## config.mk

```make
export PLATFORM = sky130hd
export DESIGN_NAME = dfs_path_finder
export DESIGN_NICKNAME = d
export VERILOG_FILES = /design/src/design/dfs_pkg.sv /design/src/design/dfs_path_finder.sv /design/src/design/dfs_ram.sv /design/src/design/dfs_front.sv /design/src/design/dfs_queue.sv /design/src/design/dfs_back.sv
export SDC_FILE = /design/constraint.sdc
export NUM_CORES = 2
export LEC_CHECK = 0
export ABC_AREA = 1
export BUFFER_PORTS_ARGS = -buffer_cell sky130_fd_sc_hd__buf_2
export CORE_ASPECT_RATIO = 1.2
export CORE_MARGIN = 3
export CORE_UTILIZATION = 25
export DETAILED_ROUTE_END_ITERATION = 16
export PLACE_DENSITY = 0.38
export RECOVER_POWER = 25
export SLEW_MARGIN = 20
export SYNTH_ARGS = -nofsm -noshare
export SYNTH_HDL_FRONTEND = slang
export SYNTH_SLANG_ARGS = --single-unit
```

## constraint.sdc

```tcl
create_clock -name clk_i -period 11.9 [get_ports clk_i]
set_input_delay 2.975 -clock clk_i [delete_from_list [all_inputs] [get_ports clk_i]]
set_output_delay 2.975 -clock clk_i [all_outputs]
set_load 0.02 [all_outputs]
```

## src/design/dfs_pkg.sv

```systemverilog
package dfs_pkg;

  // field widths fixed by the item format
  localparam int NODE_W   = 4;
  localparam int FUNC_W   = 2;
  localparam int STATUS_W = 2;
  localparam int NCOUNT_W = 5;

  // configuration port
  localparam int APB_ADDR_W = 3;
  localparam int APB_DATA_W = 32;
  localparam logic REG_NODE_COUNT = 1'b0;
  localparam logic [NCOUNT_W-1:0] NODE_COUNT_RST = 5'd16;

  // command queue between front and back
  localparam int QUEUE_DEPTH = 2;
  localparam int QPTR_W      = 1;
  localparam int QCNT_W      = 2;

  // input function codes
  typedef enum logic [FUNC_W-1:0] {
    FUNC_CLEAR  = 2'd0,
    FUNC_EDGE   = 2'd1,
    FUNC_SEARCH = 2'd2,
    FUNC_NONE   = 2'd3
  } func_e;

  // result status codes
  localparam logic [STATUS_W-1:0] STATUS_OK      = 2'd0;
  localparam logic [STATUS_W-1:0] STATUS_UNREACH = 2'd1;
  localparam logic [STATUS_W-1:0] STATUS_RANGE   = 2'd2;

  // classified commands
  typedef enum logic [1:0] {
    OP_CLEAR     = 2'd0,
    OP_EDGE      = 2'd1,
    OP_SEARCH    = 2'd2,
    OP_RANGE_ERR = 2'd3
  } cmd_op_e;

  typedef struct packed {
    cmd_op_e             op;
    logic [NODE_W-1:0]   node_a;
    logic [NODE_W-1:0]   node_b;
  } cmd_t;

  typedef struct packed {
    logic                valid;
    logic [NODE_W-1:0]   node;
    logic                last;
    logic [STATUS_W-1:0] status;
  } res_t;

endpackage

```

## src/design/dfs_path_finder.sv

```systemverilog
// depth-first path finder over a small undirected graph
//
// items: start_i with func_i, node_a_i, node_b_i is taken at a clock edge
// where busy_o is low. func 0 clears the graph, func 1 adds an edge, func 2
// searches from node_a_i and emits the path to node_b_i. clear and edge
// items give no result; a search gives one result per path node, source
// first, last_o on the final one, or a single result with an error status.
// results appear on valid_o for one cycle each and cannot be held off.
// items go through a two-entry command queue; busy_o is high while it is
// full, so the next items are taken while a search is still running.
// clear and edge are handled in the engine's idle state. a search pops the
// stack through the pop and read states (the stack memory read is
// registered), scans the N matrix bits of each visited node one per cycle,
// then walks the L path nodes back from the destination and emits them.
// node_count (apb address 0) sets the nodes in use; write it only while idle.
// reset empties the graph, the queue and the stack and sets node_count to 16.
module dfs_path_finder import dfs_pkg::*; #(
  parameter int MAX_NODES   = 16,
  parameter int STACK_DEPTH = 256
) (
  input  logic                  clk_i,
  input  logic                  rst_ni,
  input  logic                  start_i,
  output logic                  busy_o,
  input  logic [FUNC_W-1:0]     func_i,
  input  logic [NODE_W-1:0]     node_a_i,
  input  logic [NODE_W-1:0]     node_b_i,
  output logic                  valid_o,
  output logic [NODE_W-1:0]     path_node_o,
  output logic                  last_o,
  output logic [STATUS_W-1:0]   status_o,
  input  logic                  psel,
  input  logic                  penable,
  input  logic                  pwrite,
  input  logic [APB_ADDR_W-1:0] paddr,
  input  logic [APB_DATA_W-1:0] pwdata,
  output logic [APB_DATA_W-1:0] prdata,
  output logic                  pready
);

  localparam int CNT_W = $clog2(MAX_NODES + 1);
  localparam int CMP_W = (CNT_W > NCOUNT_W) ? CNT_W : NCOUNT_W;

  logic [NCOUNT_W-1:0] node_count_q;
  logic [CMP_W-1:0]    nc_ext;
  logic [CNT_W-1:0]    n_eff;
  logic                q_push;
  cmd_t                q_cmd;
  logic                q_pop;
  cmd_t                q_head;
  logic                q_empty;
  logic                q_full;
  res_t                res;

  // configuration register
  assign pready = 1'b1;
  assign prdata = (paddr[2] == REG_NODE_COUNT) ? APB_DATA_W'(node_count_q) : '0;

  always_ff @(posedge clk_i or negedge rst_ni) begin
    if (!rst_ni) begin
      node_count_q <= NODE_COUNT_RST;
    end else if (psel && penable && pwrite && paddr[2] == REG_NODE_COUNT) begin
      node_count_q <= pwdata[NCOUNT_W-1:0];
    end
  end

  // effective node count, clamped to 1..MAX_NODES
  assign nc_ext = CMP_W'(node_count_q);
  always_comb begin
    if (nc_ext == '0) begin
      n_eff = CNT_W'(1);
    end else if (nc_ext > CMP_W'(MAX_NODES)) begin
      n_eff = CNT_W'(MAX_NODES);
    end else begin
      n_eff = CNT_W'(nc_ext);
    end
  end

  assign busy_o = q_full;

  // item intake and classification
  dfs_front #(
    .MAX_NODES(MAX_NODES)
  ) u_front (
    .start_i (start_i),
    .func_i  (func_i),
    .node_a_i(node_a_i),
    .node_b_i(node_b_i),
    .n_eff_i (n_eff),
    .full_i  (q_full),
    .push_o  (q_push),
    .cmd_o   (q_cmd)
  );

  // command queue
  dfs_queue u_queue (
    .clk_i  (clk_i),
    .rst_ni (rst_ni),
    .push_i (q_push),
    .cmd_i  (q_cmd),
    .pop_i  (q_pop),
    .head_o (q_head),
    .empty_o(q_empty),
    .full_o (q_full)
  );

  // graph store and search engine
  dfs_back #(
    .MAX_NODES  (MAX_NODES),
    .STACK_DEPTH(STACK_DEPTH)
  ) u_back (
    .clk_i  (clk_i),
    .rst_ni (rst_ni),
    .n_eff_i(n_eff),
    .head_i (q_head),
    .empty_i(q_empty),
    .pop_o  (q_pop),
    .res_o  (res)
  );

  assign valid_o     = res.valid;
  assign path_node_o = res.node;
  assign last_o      = res.last;
  assign status_o    = res.status;

endmodule

```

## src/design/dfs_ram.sv

```systemverilog
module dfs_ram #(
  parameter int WIDTH = 4,
  parameter int DEPTH = 256
) (
  input  logic                     clk_i,
  input  logic                     we_i,
  input  logic [$clog2(DEPTH)-1:0] waddr_i,
  input  logic [WIDTH-1:0]         wdata_i,
  input  logic [$clog2(DEPTH)-1:0] raddr_i,
  output logic [WIDTH-1:0]         rdata_o
);

  logic [WIDTH-1:0] mem_q [DEPTH];

  // one write port, one registered read port
  always_ff @(posedge clk_i) begin
    if (we_i) begin
      mem_q[waddr_i] <= wdata_i;
    end
    rdata_o <= mem_q[raddr_i];
  end

endmodule

```

## src/design/dfs_front.sv

```systemverilog
module dfs_front import dfs_pkg::*; #(
  parameter int MAX_NODES = 16
) (
  input  logic                           start_i,
  input  logic [FUNC_W-1:0]              func_i,
  input  logic [NODE_W-1:0]              node_a_i,
  input  logic [NODE_W-1:0]              node_b_i,
  input  logic [$clog2(MAX_NODES+1)-1:0] n_eff_i,
  input  logic                           full_i,
  output logic                           push_o,
  output cmd_t                           cmd_o
);

  localparam int CNT_W = $clog2(MAX_NODES + 1);
  localparam int CMP_W = (CNT_W > NODE_W) ? CNT_W : NODE_W;

  logic accept;
  logic a_ok;
  logic b_ok;

  assign accept = start_i && !full_i;
  assign a_ok   = CMP_W'(node_a_i) < CMP_W'(n_eff_i);
  assign b_ok   = CMP_W'(node_b_i) < CMP_W'(n_eff_i);

  // classify the item; dropped items never reach the queue
  always_comb begin
    push_o        = 1'b0;
    cmd_o.op      = OP_CLEAR;
    cmd_o.node_a  = node_a_i;
    cmd_o.node_b  = node_b_i;
    case (func_i)
      FUNC_CLEAR: begin
        push_o   = accept;
        cmd_o.op = OP_CLEAR;
      end
      FUNC_EDGE: begin
        push_o   = accept && a_ok && b_ok;
        cmd_o.op = OP_EDGE;
      end
      FUNC_SEARCH: begin
        push_o   = accept;
        cmd_o.op = (a_ok && b_ok) ? OP_SEARCH : OP_RANGE_ERR;
      end
      default: begin
        push_o = 1'b0;
      end
    endcase
  end

endmodule

```

## src/design/dfs_queue.sv

```systemverilog
module dfs_queue import dfs_pkg::*; (
  input  logic clk_i,
  input  logic rst_ni,
  input  logic push_i,
  input  cmd_t cmd_i,
  input  logic pop_i,
  output cmd_t head_o,
  output logic empty_o,
  output logic full_o
);

  cmd_t              mem_q [QUEUE_DEPTH];
  logic [QPTR_W-1:0] wr_q;
  logic [QPTR_W-1:0] rd_q;
  logic [QCNT_W-1:0] cnt_q;
  logic              do_push;
  logic              do_pop;

  assign full_o  = cnt_q == QCNT_W'(QUEUE_DEPTH);
  assign empty_o = cnt_q == '0;
  assign head_o  = mem_q[rd_q];
  assign do_push = push_i && !full_o;
  assign do_pop  = pop_i && !empty_o;

  // entry storage
  always_ff @(posedge clk_i) begin
    if (do_push) begin
      mem_q[wr_q] <= cmd_i;
    end
  end

  // pointers and fill count
  always_ff @(posedge clk_i or negedge rst_ni) begin
    if (!rst_ni) begin
      wr_q  <= '0;
      rd_q  <= '0;
      cnt_q <= '0;
    end else begin
      if (do_push) begin
        wr_q <= wr_q + QPTR_W'(1);
      end
      if (do_pop) begin
        rd_q <= rd_q + QPTR_W'(1);
      end
      if (do_push && !do_pop) begin
        cnt_q <= cnt_q + QCNT_W'(1);
      end else if (do_pop && !do_push) begin
        cnt_q <= cnt_q - QCNT_W'(1);
      end
    end
  end

endmodule

```

## src/design/dfs_back.sv

```systemverilog
module dfs_back import dfs_pkg::*; #(
  parameter int MAX_NODES   = 16,
  parameter int STACK_DEPTH = 256
) (
  input  logic                           clk_i,
  input  logic                           rst_ni,
  input  logic [$clog2(MAX_NODES+1)-1:0] n_eff_i,
  input  cmd_t                           head_i,
  input  logic                           empty_i,
  output logic                           pop_o,
  output res_t                           res_o
);

  localparam int CNT_W = $clog2(MAX_NODES + 1);
  localparam int NROWS = (MAX_NODES < 16) ? MAX_NODES : 16;
  localparam int NB_W  = $clog2(NROWS);
  localparam int NL_W  = $clog2(NROWS + 1);
  localparam int SA_W  = $clog2(STACK_DEPTH);
  localparam int SP_W  = $clog2(STACK_DEPTH + 1);

  typedef enum logic [5:0] {
    S_IDLE = 6'b000001,
    S_POP  = 6'b000010,
    S_READ = 6'b000100,
    S_SCAN = 6'b001000,
    S_WALK = 6'b010000,
    S_EMIT = 6'b100000
  } state_e;

  state_e            state_q, state_d;
  logic [NB_W-1:0]   src_q, src_d;
  logic [NB_W-1:0]   dst_q, dst_d;
  logic [SP_W-1:0]   sp_q, sp_d;
  logic [NB_W-1:0]   cur_q, cur_d;
  logic [NROWS-1:0]  row_q, row_d;
  logic [NB_W-1:0]   nb_q, nb_d;
  logic [NL_W-1:0]   len_q, len_d;
  logic [NB_W-1:0]   node_q, node_d;
  res_t              res_q, res_d;

  logic [NROWS-1:0]  adj_q [NROWS];
  logic [NROWS-1:0]  visited_q;
  logic [NROWS-1:0]  pvalid_q;
  logic [NB_W-1:0]   parent_q [NROWS];
  logic [NB_W-1:0]   path_q [NROWS];

  logic              adj_clr;
  logic              adj_set;
  logic              vis_clr;
  logic              vis_set;
  logic              par_we;
  logic              path_we;
  logic [NB_W-1:0]   edge_a;
  logic [NB_W-1:0]   edge_b;
  logic [NB_W-1:0]   rd_cur;
  logic [NL_W-1:0]   nlim;
  logic [NL_W-1:0]   ptr;
  logic [SP_W-1:0]   sp_dec;

  logic              ram_we;
  logic [SA_W-1:0]   ram_waddr;
  logic [NB_W-1:0]   ram_wdata;
  logic [SA_W-1:0]   ram_raddr;
  logic [NB_W-1:0]   ram_rdata;

  // search stack
  dfs_ram #(
    .WIDTH(NB_W),
    .DEPTH(STACK_DEPTH)
  ) u_stack (
    .clk_i  (clk_i),
    .we_i   (ram_we),
    .waddr_i(ram_waddr),
    .wdata_i(ram_wdata),
    .raddr_i(ram_raddr),
    .rdata_o(ram_rdata)
  );

  // scan limit: nodes above the stored rows carry no edges
  assign nlim   = (n_eff_i > CNT_W'(NROWS)) ? NL_W'(NROWS) : NL_W'(n_eff_i);
  assign edge_a = NB_W'(head_i.node_a);
  assign edge_b = NB_W'(head_i.node_b);
  assign rd_cur = ram_rdata;
  assign ptr    = len_q - NL_W'(1);
  assign sp_dec = sp_q - SP_W'(1);
  assign res_o  = res_q;

  // sequencer
  always_comb begin
    state_d   = state_q;
    src_d     = src_q;
    dst_d     = dst_q;
    sp_d      = sp_q;
    cur_d     = cur_q;
    row_d     = row_q;
    nb_d      = nb_q;
    len_d     = len_q;
    node_d    = node_q;
    res_d     = '0;
    pop_o     = 1'b0;
    adj_clr   = 1'b0;
    adj_set   = 1'b0;
    vis_clr   = 1'b0;
    vis_set   = 1'b0;
    par_we    = 1'b0;
    path_we   = 1'b0;
    ram_we    = 1'b0;
    ram_waddr = '0;
    ram_wdata = '0;
    ram_raddr = '0;
    case (state_q)
      S_IDLE: begin
        if (!empty_i) begin
          pop_o = 1'b1;
          case (head_i.op)
            OP_CLEAR: begin
              adj_clr = 1'b1;
            end
            OP_EDGE: begin
              adj_set = 1'b1;
            end
            OP_RANGE_ERR: begin
              res_d.valid  = 1'b1;
              res_d.last   = 1'b1;
              res_d.status = STATUS_RANGE;
            end
            OP_SEARCH: begin
              src_d     = edge_a;
              dst_d     = edge_b;
              vis_clr   = 1'b1;
              ram_we    = 1'b1;
              ram_wdata = edge_a;
              sp_d      = SP_W'(1);
              state_d   = S_POP;
            end
            default: begin
              adj_clr = 1'b0;
            end
          endcase
        end
      end
      S_POP: begin
        if (sp_q == '0) begin
          if (visited_q[dst_q]) begin
            node_d  = dst_q;
            len_d   = '0;
            state_d = S_WALK;
          end else begin
            res_d.valid  = 1'b1;
            res_d.last   = 1'b1;
            res_d.status = STATUS_UNREACH;
            state_d      = S_IDLE;
          end
        end else begin
          sp_d      = sp_dec;
          ram_raddr = sp_dec[SA_W-1:0];
          state_d   = S_READ;
        end
      end
      S_READ: begin
        if ((NL_W'(rd_cur) < nlim) && !visited_q[rd_cur]) begin
          vis_set = 1'b1;
          cur_d   = rd_cur;
          row_d   = adj_q[rd_cur] & ~(visited_q | (NROWS'(1) << rd_cur));
          nb_d    = '0;
          state_d = S_SCAN;
        end else begin
          state_d = S_POP;
        end
      end
      S_SCAN: begin
        // one neighbor per cycle, ascending
        if (row_q[nb_q]) begin
          par_we = 1'b1;
          if (sp_q < SP_W'(STACK_DEPTH)) begin
            ram_we    = 1'b1;
            ram_waddr = sp_q[SA_W-1:0];
            ram_wdata = nb_q;
            sp_d      = sp_q + SP_W'(1);
          end
        end
        nb_d = nb_q + NB_W'(1);
        if (NL_W'(nb_q) + NL_W'(1) == nlim) begin
          state_d = S_POP;
        end
      end
      S_WALK: begin
        // follow parents from destination back to source
        if (len_q == NL_W'(NROWS)) begin
          res_d.valid  = 1'b1;
          res_d.last   = 1'b1;
          res_d.status = STATUS_UNREACH;
          state_d      = S_IDLE;
        end else begin
          path_we = 1'b1;
          len_d   = len_q + NL_W'(1);
          if (node_q == src_q) begin
            state_d = S_EMIT;
          end else if (!pvalid_q[node_q]) begin
            res_d.valid  = 1'b1;
            res_d.last   = 1'b1;
            res_d.status = STATUS_UNREACH;
            state_d      = S_IDLE;
          end else begin
            node_d = parent_q[node_q];
          end
        end
      end
      S_EMIT: begin
        // path buffer read backwards, source first
        res_d.valid  = 1'b1;
        res_d.node   = NODE_W'(path_q[ptr[NB_W-1:0]]);
        res_d.last   = ptr == '0;
        res_d.status = STATUS_OK;
        len_d        = ptr;
        if (ptr == '0) begin
          state_d = S_IDLE;
        end
      end
      default: begin
        state_d = S_IDLE;
      end
    endcase
  end

  // control registers
  always_ff @(posedge clk_i or negedge rst_ni) begin
    if (!rst_ni) begin
      state_q <= S_IDLE;
      sp_q    <= '0;
      res_q   <= '0;
    end else begin
      state_q <= state_d;
      sp_q    <= sp_d;
      res_q   <= res_d;
    end
  end

  // search working registers
  always_ff @(posedge clk_i) begin
    src_q  <= src_d;
    dst_q  <= dst_d;
    cur_q  <= cur_d;
    row_q  <= row_d;
    nb_q   <= nb_d;
    len_q  <= len_d;
    node_q <= node_d;
  end

  // adjacency matrix
  always_ff @(posedge clk_i or negedge rst_ni) begin
    if (!rst_ni) begin
      for (int r = 0; r < NROWS; r++) begin
        adj_q[r] <= '0;
      end
    end else if (adj_clr) begin
      for (int r = 0; r < NROWS; r++) begin
        adj_q[r] <= '0;
      end
    end else if (adj_set) begin
      adj_q[edge_a][edge_b] <= 1'b1;
      adj_q[edge_b][edge_a] <= 1'b1;
    end
  end

  // visited and parent valid flags
  always_ff @(posedge clk_i or negedge rst_ni) begin
    if (!rst_ni) begin
      visited_q <= '0;
      pvalid_q  <= '0;
    end else if (vis_clr) begin
      visited_q <= '0;
      pvalid_q  <= '0;
    end else begin
      if (vis_set) begin
        visited_q[rd_cur] <= 1'b1;
      end
      if (par_we) begin
        pvalid_q[nb_q] <= 1'b1;
      end
    end
  end

  // parent links and path buffer
  always_ff @(posedge clk_i) begin
    if (par_we) begin
      parent_q[nb_q] <= cur_q;
    end
    if (path_we) begin
      path_q[len_q[NB_W-1:0]] <= node_q;
    end
  end

  // a path run comes out in consecutive cycles
  a_path_contig: assert property (@(posedge clk_i) disable iff (!rst_ni)
    (res_q.valid && !res_q.last) |=> res_q.valid)
    else $error("path run broken before last item");

  // stack pointer stays within the stack
  a_sp_bound: assert property (@(posedge clk_i) disable iff (!rst_ni)
    sp_q <= SP_W'(STACK_DEPTH))
    else $error("stack pointer beyond stack depth");

  // neighbor scan stays below the node limit
  a_scan_range: assert property (@(posedge clk_i) disable iff (!rst_ni)
    (state_q == S_SCAN) |-> (NL_W'(nb_q) < nlim))
    else $error("neighbor scan out of range");

  // a new search starts from clean flags and a one-entry stack
  a_search_init: assert property (@(posedge clk_i) disable iff (!rst_ni)
    (state_q == S_IDLE && !empty_i && head_i.op == OP_SEARCH) |=>
    (visited_q == '0 && pvalid_q == '0 && sp_q == SP_W'(1)))
    else $error("search started with stale state");

endmodule
```

### Yosys cells after proc, flatten, opt, wreduce, memory -nomap -nowiden

Memory sizes are Yosys's and may differ from the RTL's. A register that Yosys moved wholly into a read port is not among the register bits.
Cells that the tools add are included.

* add/sub/neg operators: 10
* bitwise logic cells: 12
* muxes and demuxes: 123
* $lt $le $gt $ge: 21
* eq/ne operators: 29
* shifts and indexed selects: 1
* reduce and logical (&&, ||, !) cells: 45

Operator list (number)
* $mux W256: 2
* $or A256 B256 Y256: 2
* $demux W16 S4: 2
* $mux W16: 8
* $bmux W16 S4: 1
* $mux W4: 13
* $or A16 B16 Y16: 3
* $mux W5: 9
* $mux W9: 5
* $mux W1: 43
* $mux W6: 7
* $mux W8: 5
* $pmux W6 S6: 1
* $lt A4 B5 Y1 const B: 6
* $pmux W9 S3: 1
* $pmux W4 S2: 3
* $mux W3: 7
* $logic_and A1 B1 Y1: 18
* $and A16 B16 Y16: 1
* $bmux W1 S4: 4
* $demux W1 S4: 4
* $ge A4 B1 Y1 const B: 4
* $ne A2 B1 Y1 const B: 8
* $not A16 Y16: 1
* other kinds (48): 83

* memories kept: 4
* bits of input ports: 51
* bits in writable memories: 1172
* word-level logic and storage cells: 280
* register bits: 361
* output and inout port bits: 42

Memories
* u_back.u_stack.mem_q: words 256, width 4, rd ports 1, clocked after Yosys merged registers in 1, write ports 1, RTL line dfs_ram.sv:13 `logic [WIDTH-1:0] mem_q [DEPTH];`
* u_back.parent_q: words 16, width 4, rd ports 1, clocked after Yosys merged registers in 1, write ports 1, RTL line dfs_back.sv:44 `logic [NB_W-1:0] parent_q [NROWS];`
* u_back.path_q: words 16, width 4, rd ports 1, clocked after Yosys merged registers in 0, write ports 1, RTL line dfs_back.sv:45 `logic [NB_W-1:0] path_q [NROWS];`
* u_queue.mem_q: words 2, width 10, rd ports 1, clocked after Yosys merged registers in 0, write ports 1, RTL line dfs_queue.sv:12 `cmd_t mem_q [QUEUE_DEPTH];`

### Depth between registers and ports, before layout

* word-level depth: 12
* gate-level depth with buffers: 22
* mapped depth without buffers: 19

### Hierarchy

From an unflattened synthesis, not the netlist that was laid out.

* cell total of the unflattened synthesis: 6561
* area total of the unflattened synthesis: 67796.3 µm²

By module, submodules not included
* dfs_ram: area each 42824.8 µm², sequential area each 30829.6 µm², instances 1, cells an instance 3720
* dfs_back: area each 23129.7 µm², sequential area each 12938.7 µm², instances 1, cells an instance 2626
* dfs_queue: area each 957.2 µm², sequential area each 700.7 µm², instances 1, cells an instance 84
* dfs_path_finder: area each 511.7 µm², sequential area each 126.4 µm², instances 1, cells an instance 73
* dfs_front: area each 372.9 µm², sequential area each 0.0 µm², instances 1, cells an instance 58

### Worst setup path after synthesis

No wires, ideal clock.

* kind: reg2reg
* start: register u_back.state_q[2]
* end: memory u_back.u_stack.mem_q[0][3], data pin
* library setup time: 1.587 ns
* path buffers: 1
* cell stages (with the launch flop): 11
* period minus slack after synthesis: 10.459 ns
* required time: 10.313 ns
* path slack: 1.441 ns
* arrival: 8.873 ns
* cells stage by stage: dfrtp_1 nor2_2 nand2_1 nor3_1 inv_1 nor2_1 inv_1 nor2_1 clkinv_1 clkbuf_1 o22ai_1

* longest elaborated chain between the ends: 2
* elaborated cells on any way between the ends: 3
* classes of those cells: 2 x eq/ne; 1 x mux

Ends and longest elaborated chain
* start, declared: RTL line dfs_back.sv:30 `state_e state_q, state_d;`
* start signal, assigned: RTL line dfs_back.sv:233 `state_q <= state_d;`
* $eq A6 B4 Y1 or $eq A6 B1 Y1 (tied branches): RTL line dfs_back.sv:111 `case (state_q)`
* $pmux W4 S2 *: RTL line dfs_back.sv:111
* named net u_back.ram_wdata[3]: RTL line dfs_back.sv:62 `logic [NB_W-1:0] ram_wdata;`
* end, declared: RTL line dfs_ram.sv:13

The timed path passes the listed nets; every way through them passes the cells marked *.

### Worst setup path after layout

* start: register u_back.sp_q[0]
* end: register u_back.u_stack.rdata_o[2] (read register of u_back.u_stack.mem_q)

* longest elaborated chain between the ends: 3
* elaborated cells on any way between the ends: 4
* classes of those cells: 1 x add/sub; 2 x mux; 1 x reduce/logical

Ends and longest elaborated chain
* start, declared: RTL line dfs_back.sv:33 `logic [SP_W-1:0] sp_q, sp_d;`
* start signal, assigned: RTL line dfs_back.sv:234 `sp_q <= sp_d;`
* $sub A9 B1 Y9 or $logic_not A9 Y1 (tied branches): RTL line dfs_back.sv:85, dfs_back.sv:143
* $mux W8 *: RTL line dfs_back.sv:143 `if (sp_q == '0) begin`
* $mux W8 *: RTL line dfs_back.sv:111
* end, declared: RTL line dfs_ram.sv:10 `output logic [WIDTH-1:0] rdata_o`

Mark *: on every way between the ends. The rest lies on a longest branch, timed or not.
A chain may end at the register's enable or synchronous reset.

==> impl_metrics.env <==
export IMPL_outcome="complete, but fails checks"
export IMPL_violations="capacitance limit, slew limit"
export IMPL_peakVddDrop_mv=0.137
export IMPL_overflow=0
export IMPL_rsz0062_at_grt="no"
export IMPL_grt_pass1_vias=48800
export IMPL_synth_distinct_cells=54
export IMPL_die_w_um=486
export IMPL_syn_inst=6673
export IMPL_final_common_cell="edfxtp_1"
export IMPL_vias_per_cell=4.66
export IMPL_fin_nets=6632
export IMPL_port_buffers=35
export IMPL_synth_avg_cell_area_um2=10.4
export IMPL_maxCapViolations=10
export IMPL_clock_fmax_mhz=113
export IMPL_p_leak_nw=29.1
export IMPL_grt_use_total_pct=15.7
export IMPL_arrival_ns=9.56
export IMPL_post_cts_setup_buffers=0
export IMPL_drtPass1Iterations=6
export IMPL_r2r_end="u_back.u_stack.rdata_o[2]$_DFF_P_"
export IMPL_setup_viol=0
export IMPL_critPathKind="reg2reg"
export IMPL_r2r_cells=19
export IMPL_cts_tree="yes"
export IMPL_ys_top_cells_by_area="edfxtp_1 53%, dfrtp_1 12%, nand3_1 6.0%, nand2_1 5.6%, inv_1 4.7%"
export IMPL_dp_hpwl_um=129000
export IMPL_async_flop_share_pct=20.8
export IMPL_cts_buffers=181
export IMPL_start_util_pct=25.2
export IMPL_die_area_um2=283000
export IMPL_drt_iter0_drc=3167
export IMPL_yosys_warnings=0
export IMPL_syn2layout_area_growth_pct=12.9
export IMPL_finClkSkew_ns=0.0601
export IMPL_routedWlPerCell_um=22.1
export IMPL_cts_root_buf="clkbuf_16"
export IMPL_final_cells=10300
export IMPL_drive_gt1_share_pct=6.77
export IMPL_clock_latency_ns=0.85
export IMPL_antenna_found_initial=2
export IMPL_worstSetupEndpointType="flip-flop"
export IMPL_hold_viol_final=0
export IMPL_synth_edf_count=1213
export IMPL_finalSetupTns_ns=0
export IMPL_r2r_setup_slack_ns=3.06
export IMPL_ant_nets=0
export IMPL_clock_sinks=1541
export IMPL_min_path_cells=1
export IMPL_synth_top_area_share_pct=52.7
export IMPL_ctsHoldBuffers=0
export IMPL_yosysTopAreaCell="edfxtp_1"
export IMPL_mostFrequentLayoutCells="1213 x edfxtp_1, 1012 x nand2_1, 859 x inv_1"
export IMPL_period_needed_ns=8.84
export IMPL_slowest_delay_ns=2.23
export IMPL_maxSlewViolCount=458
export IMPL_core_um2=274000
export IMPL_tightest_slew_ns=5.27
export IMPL_path_cells="clkinv_1 -> ha_1 -> nand2_1 -> nor2_1 -> nand2_8 -> clkbuf_1 -> nand3_4 -> inv_6 -> buf_4 -> nand2_1 -> nand3_1 -> nand3_1 -> nand3_1 -> nand3_1 -> nand2_1 -> nand2_1 -> nand2_1 -> nand2_1 -> nand2_1"
export IMPL_crit_path_max_fanout=75
export IMPL_io_pins=93
export IMPL_clock_path_buffers=4
export IMPL_route_detailed_drc=0
export IMPL_power_w=0.0152
export IMPL_cp_required_ns=12.62
export IMPL_synth_seq_cells=1541
export IMPL_gp_routability_congestion=0.823
export IMPL_seq_area_frac_synth_pct=64.6
export IMPL_synthFlopType="edfxtp_1"
export IMPL_placed_cells=9975
export IMPL_clk_pin_slew_ns=0.06
export IMPL_grt_max_degree=229
export IMPL_final_util_pct=28.5
export IMPL_crit_top_cell="nand2_1"
export IMPL_worstHoldStart="u_back.pvalid_q[1]$_DFFE_PN0P_"
export IMPL_maxSlewHeadroom_pct=-251
export IMPL_rows=210
export IMPL_rr_startpoint="u_back.sp_q[0]$_DFFE_PN0P_"
export IMPL_dieHeight_um=582
export IMPL_grt_first_pass_wirelength_um=334000
export IMPL_drt_total_wl_um=227000
export IMPL_startpoint_type="flip-flop"
export IMPL_p_per_area_nw_per_um2=195
export IMPL_hold_class="reg2reg"
export IMPL_crit_path_top_delay_cell="clkbuf_1"
export IMPL_holdPathEnd="u_back.pvalid_q[1]$_DFFE_PN0P_"
export IMPL_syn_cell_area_um2=69100
export IMPL_vias=47900
export IMPL_cts_htree_levels=4
export IMPL_fin_crit_sh_pct=74.3
export IMPL_post_cts_resized=0
==> critical path: cells and delay by family, from the launching register on <==
kind | cells | cell delay, ns
fa+ha+maj | 1 | 0.37
simple gates | 14 | 3.26
flops | 1 | 0.54
buf+inv | 4 | 4.42
==> layer usage <==
| layer | vias to the layer above | wire length (µm) | GRT usage, % |
|---|---|---|---|
| met1 | 24100 | 99700 | 20.2 |
| met4 | 0 | 5830 | 4.30 |
| met5 | - | 0 | 0 |
| li1 | 22600 | - | - |
| met2 | 913 | 113000 | 27.6 |
| met3 | 306 | 8260 | 1.89 |
==> cell usage after synthesis, drive strengths merged, types with 8 or more instances <==
cell and count:
clkbuf 192, o211ai 91, a31oi 10, o21a 17, inv 866, nand4 25
nand3b 195, o221ai 18, buf 255, nand3 825, nor3 24, nand2 1028
nor2 578, a41oi 16, ha 26, a21oi 332, dfxtp 8, a221oi 13
xor2 16, o22ai 258, or2 86, edfxtp 1213, o21ai 208, mux2i 13
dfrtp 318
==> power by group <==
group	switching, W	internal (W)
Sequential	0.000151	0.00626
Combinational	0.00273	0.000762
Clock	0.00226	0.00308
Total	0.00515	0.0101
==> cell type report <==
cell class / count / area, µm²
inverter: 873 / 3290
tap: 3604 / 4510
antenna: 3 / 7.51
clock buffer: 252 / 5020
sequential: 1541 / 44600
clock inverter: 64 / 484
fill: 28800 / 196000
timing repair buffer: 120 / 875
multi-input combinational: 3838 / 19200
==> cells by family after synthesis <==
group,share of synthesized area [%]
compound gates,8.46
xor+xnor,0.228
fa+ha+maj,0.471
buf+inv,7.93
flops,64.6
mux,0.188
other cells,0.0109
simple gates,18.2
==> worst max path at each step <==
stage                                        startpoint                                   end  slack, ns  depth (start not counted)
after floorplan           u_back.state_q[2]$_DFFE_PN0P_  u_back.u_stack.mem_q[0][3]$_DFFE_PP_       1.44                         10
after global placement       u_back.sp_q[0]$_DFFE_PN0P_     u_back.u_stack.rdata_o[2]$_DFF_P_       5.50                         19
after detailed placement     u_back.sp_q[0]$_DFFE_PN0P_     u_back.u_stack.rdata_o[2]$_DFF_P_       5.48                         19
after CTS                    u_back.sp_q[0]$_DFFE_PN0P_     u_back.u_stack.rdata_o[2]$_DFF_P_       5.45                         19
after global routing         u_back.sp_q[0]$_DFFE_PN0P_     u_back.u_stack.rdata_o[2]$_DFF_P_       2.60                         19
final                        u_back.sp_q[0]$_DFFE_PN0P_     u_back.u_stack.rdata_o[2]$_DFF_P_       3.06                         19
==> state kept, by name, summed over array words and instances (netlist names), 4 cells and up, named ones only <==
name                    flops
u_back.adj_q              256
u_back.cur_q                4
u_back.len_q                5
u_back.path_q              64
u_back.row_q               16
u_back.node_q               4
nc_ext                      5
u_back.pvalid_q            16
u_queue.mem_q              20
u_back.visited_q           16
u_back.dst_q                4
u_back.state_q              6
u_back.u_stack.mem_q     1024
u_back.parent_q            64
u_back.src_q                4
u_back.sp_q                 9
u_back.res_o                8
u_back.nb_q                 4
u_back.u_stack.rdata_o      4
==> per-stage QoR <==
step	area (µm²)	hold slack (ns)	setup slack (ns)
global placement	72600	0.463	5.50
floorplan	69200	0.449	1.44
detailed placement	72600	0.468	5.48
CTS	78100	0.484	5.45
finish	78000	0.485	3.06
global route	78000	0.503	2.60
Note: power is estimated with default switching activity, not from simulation.
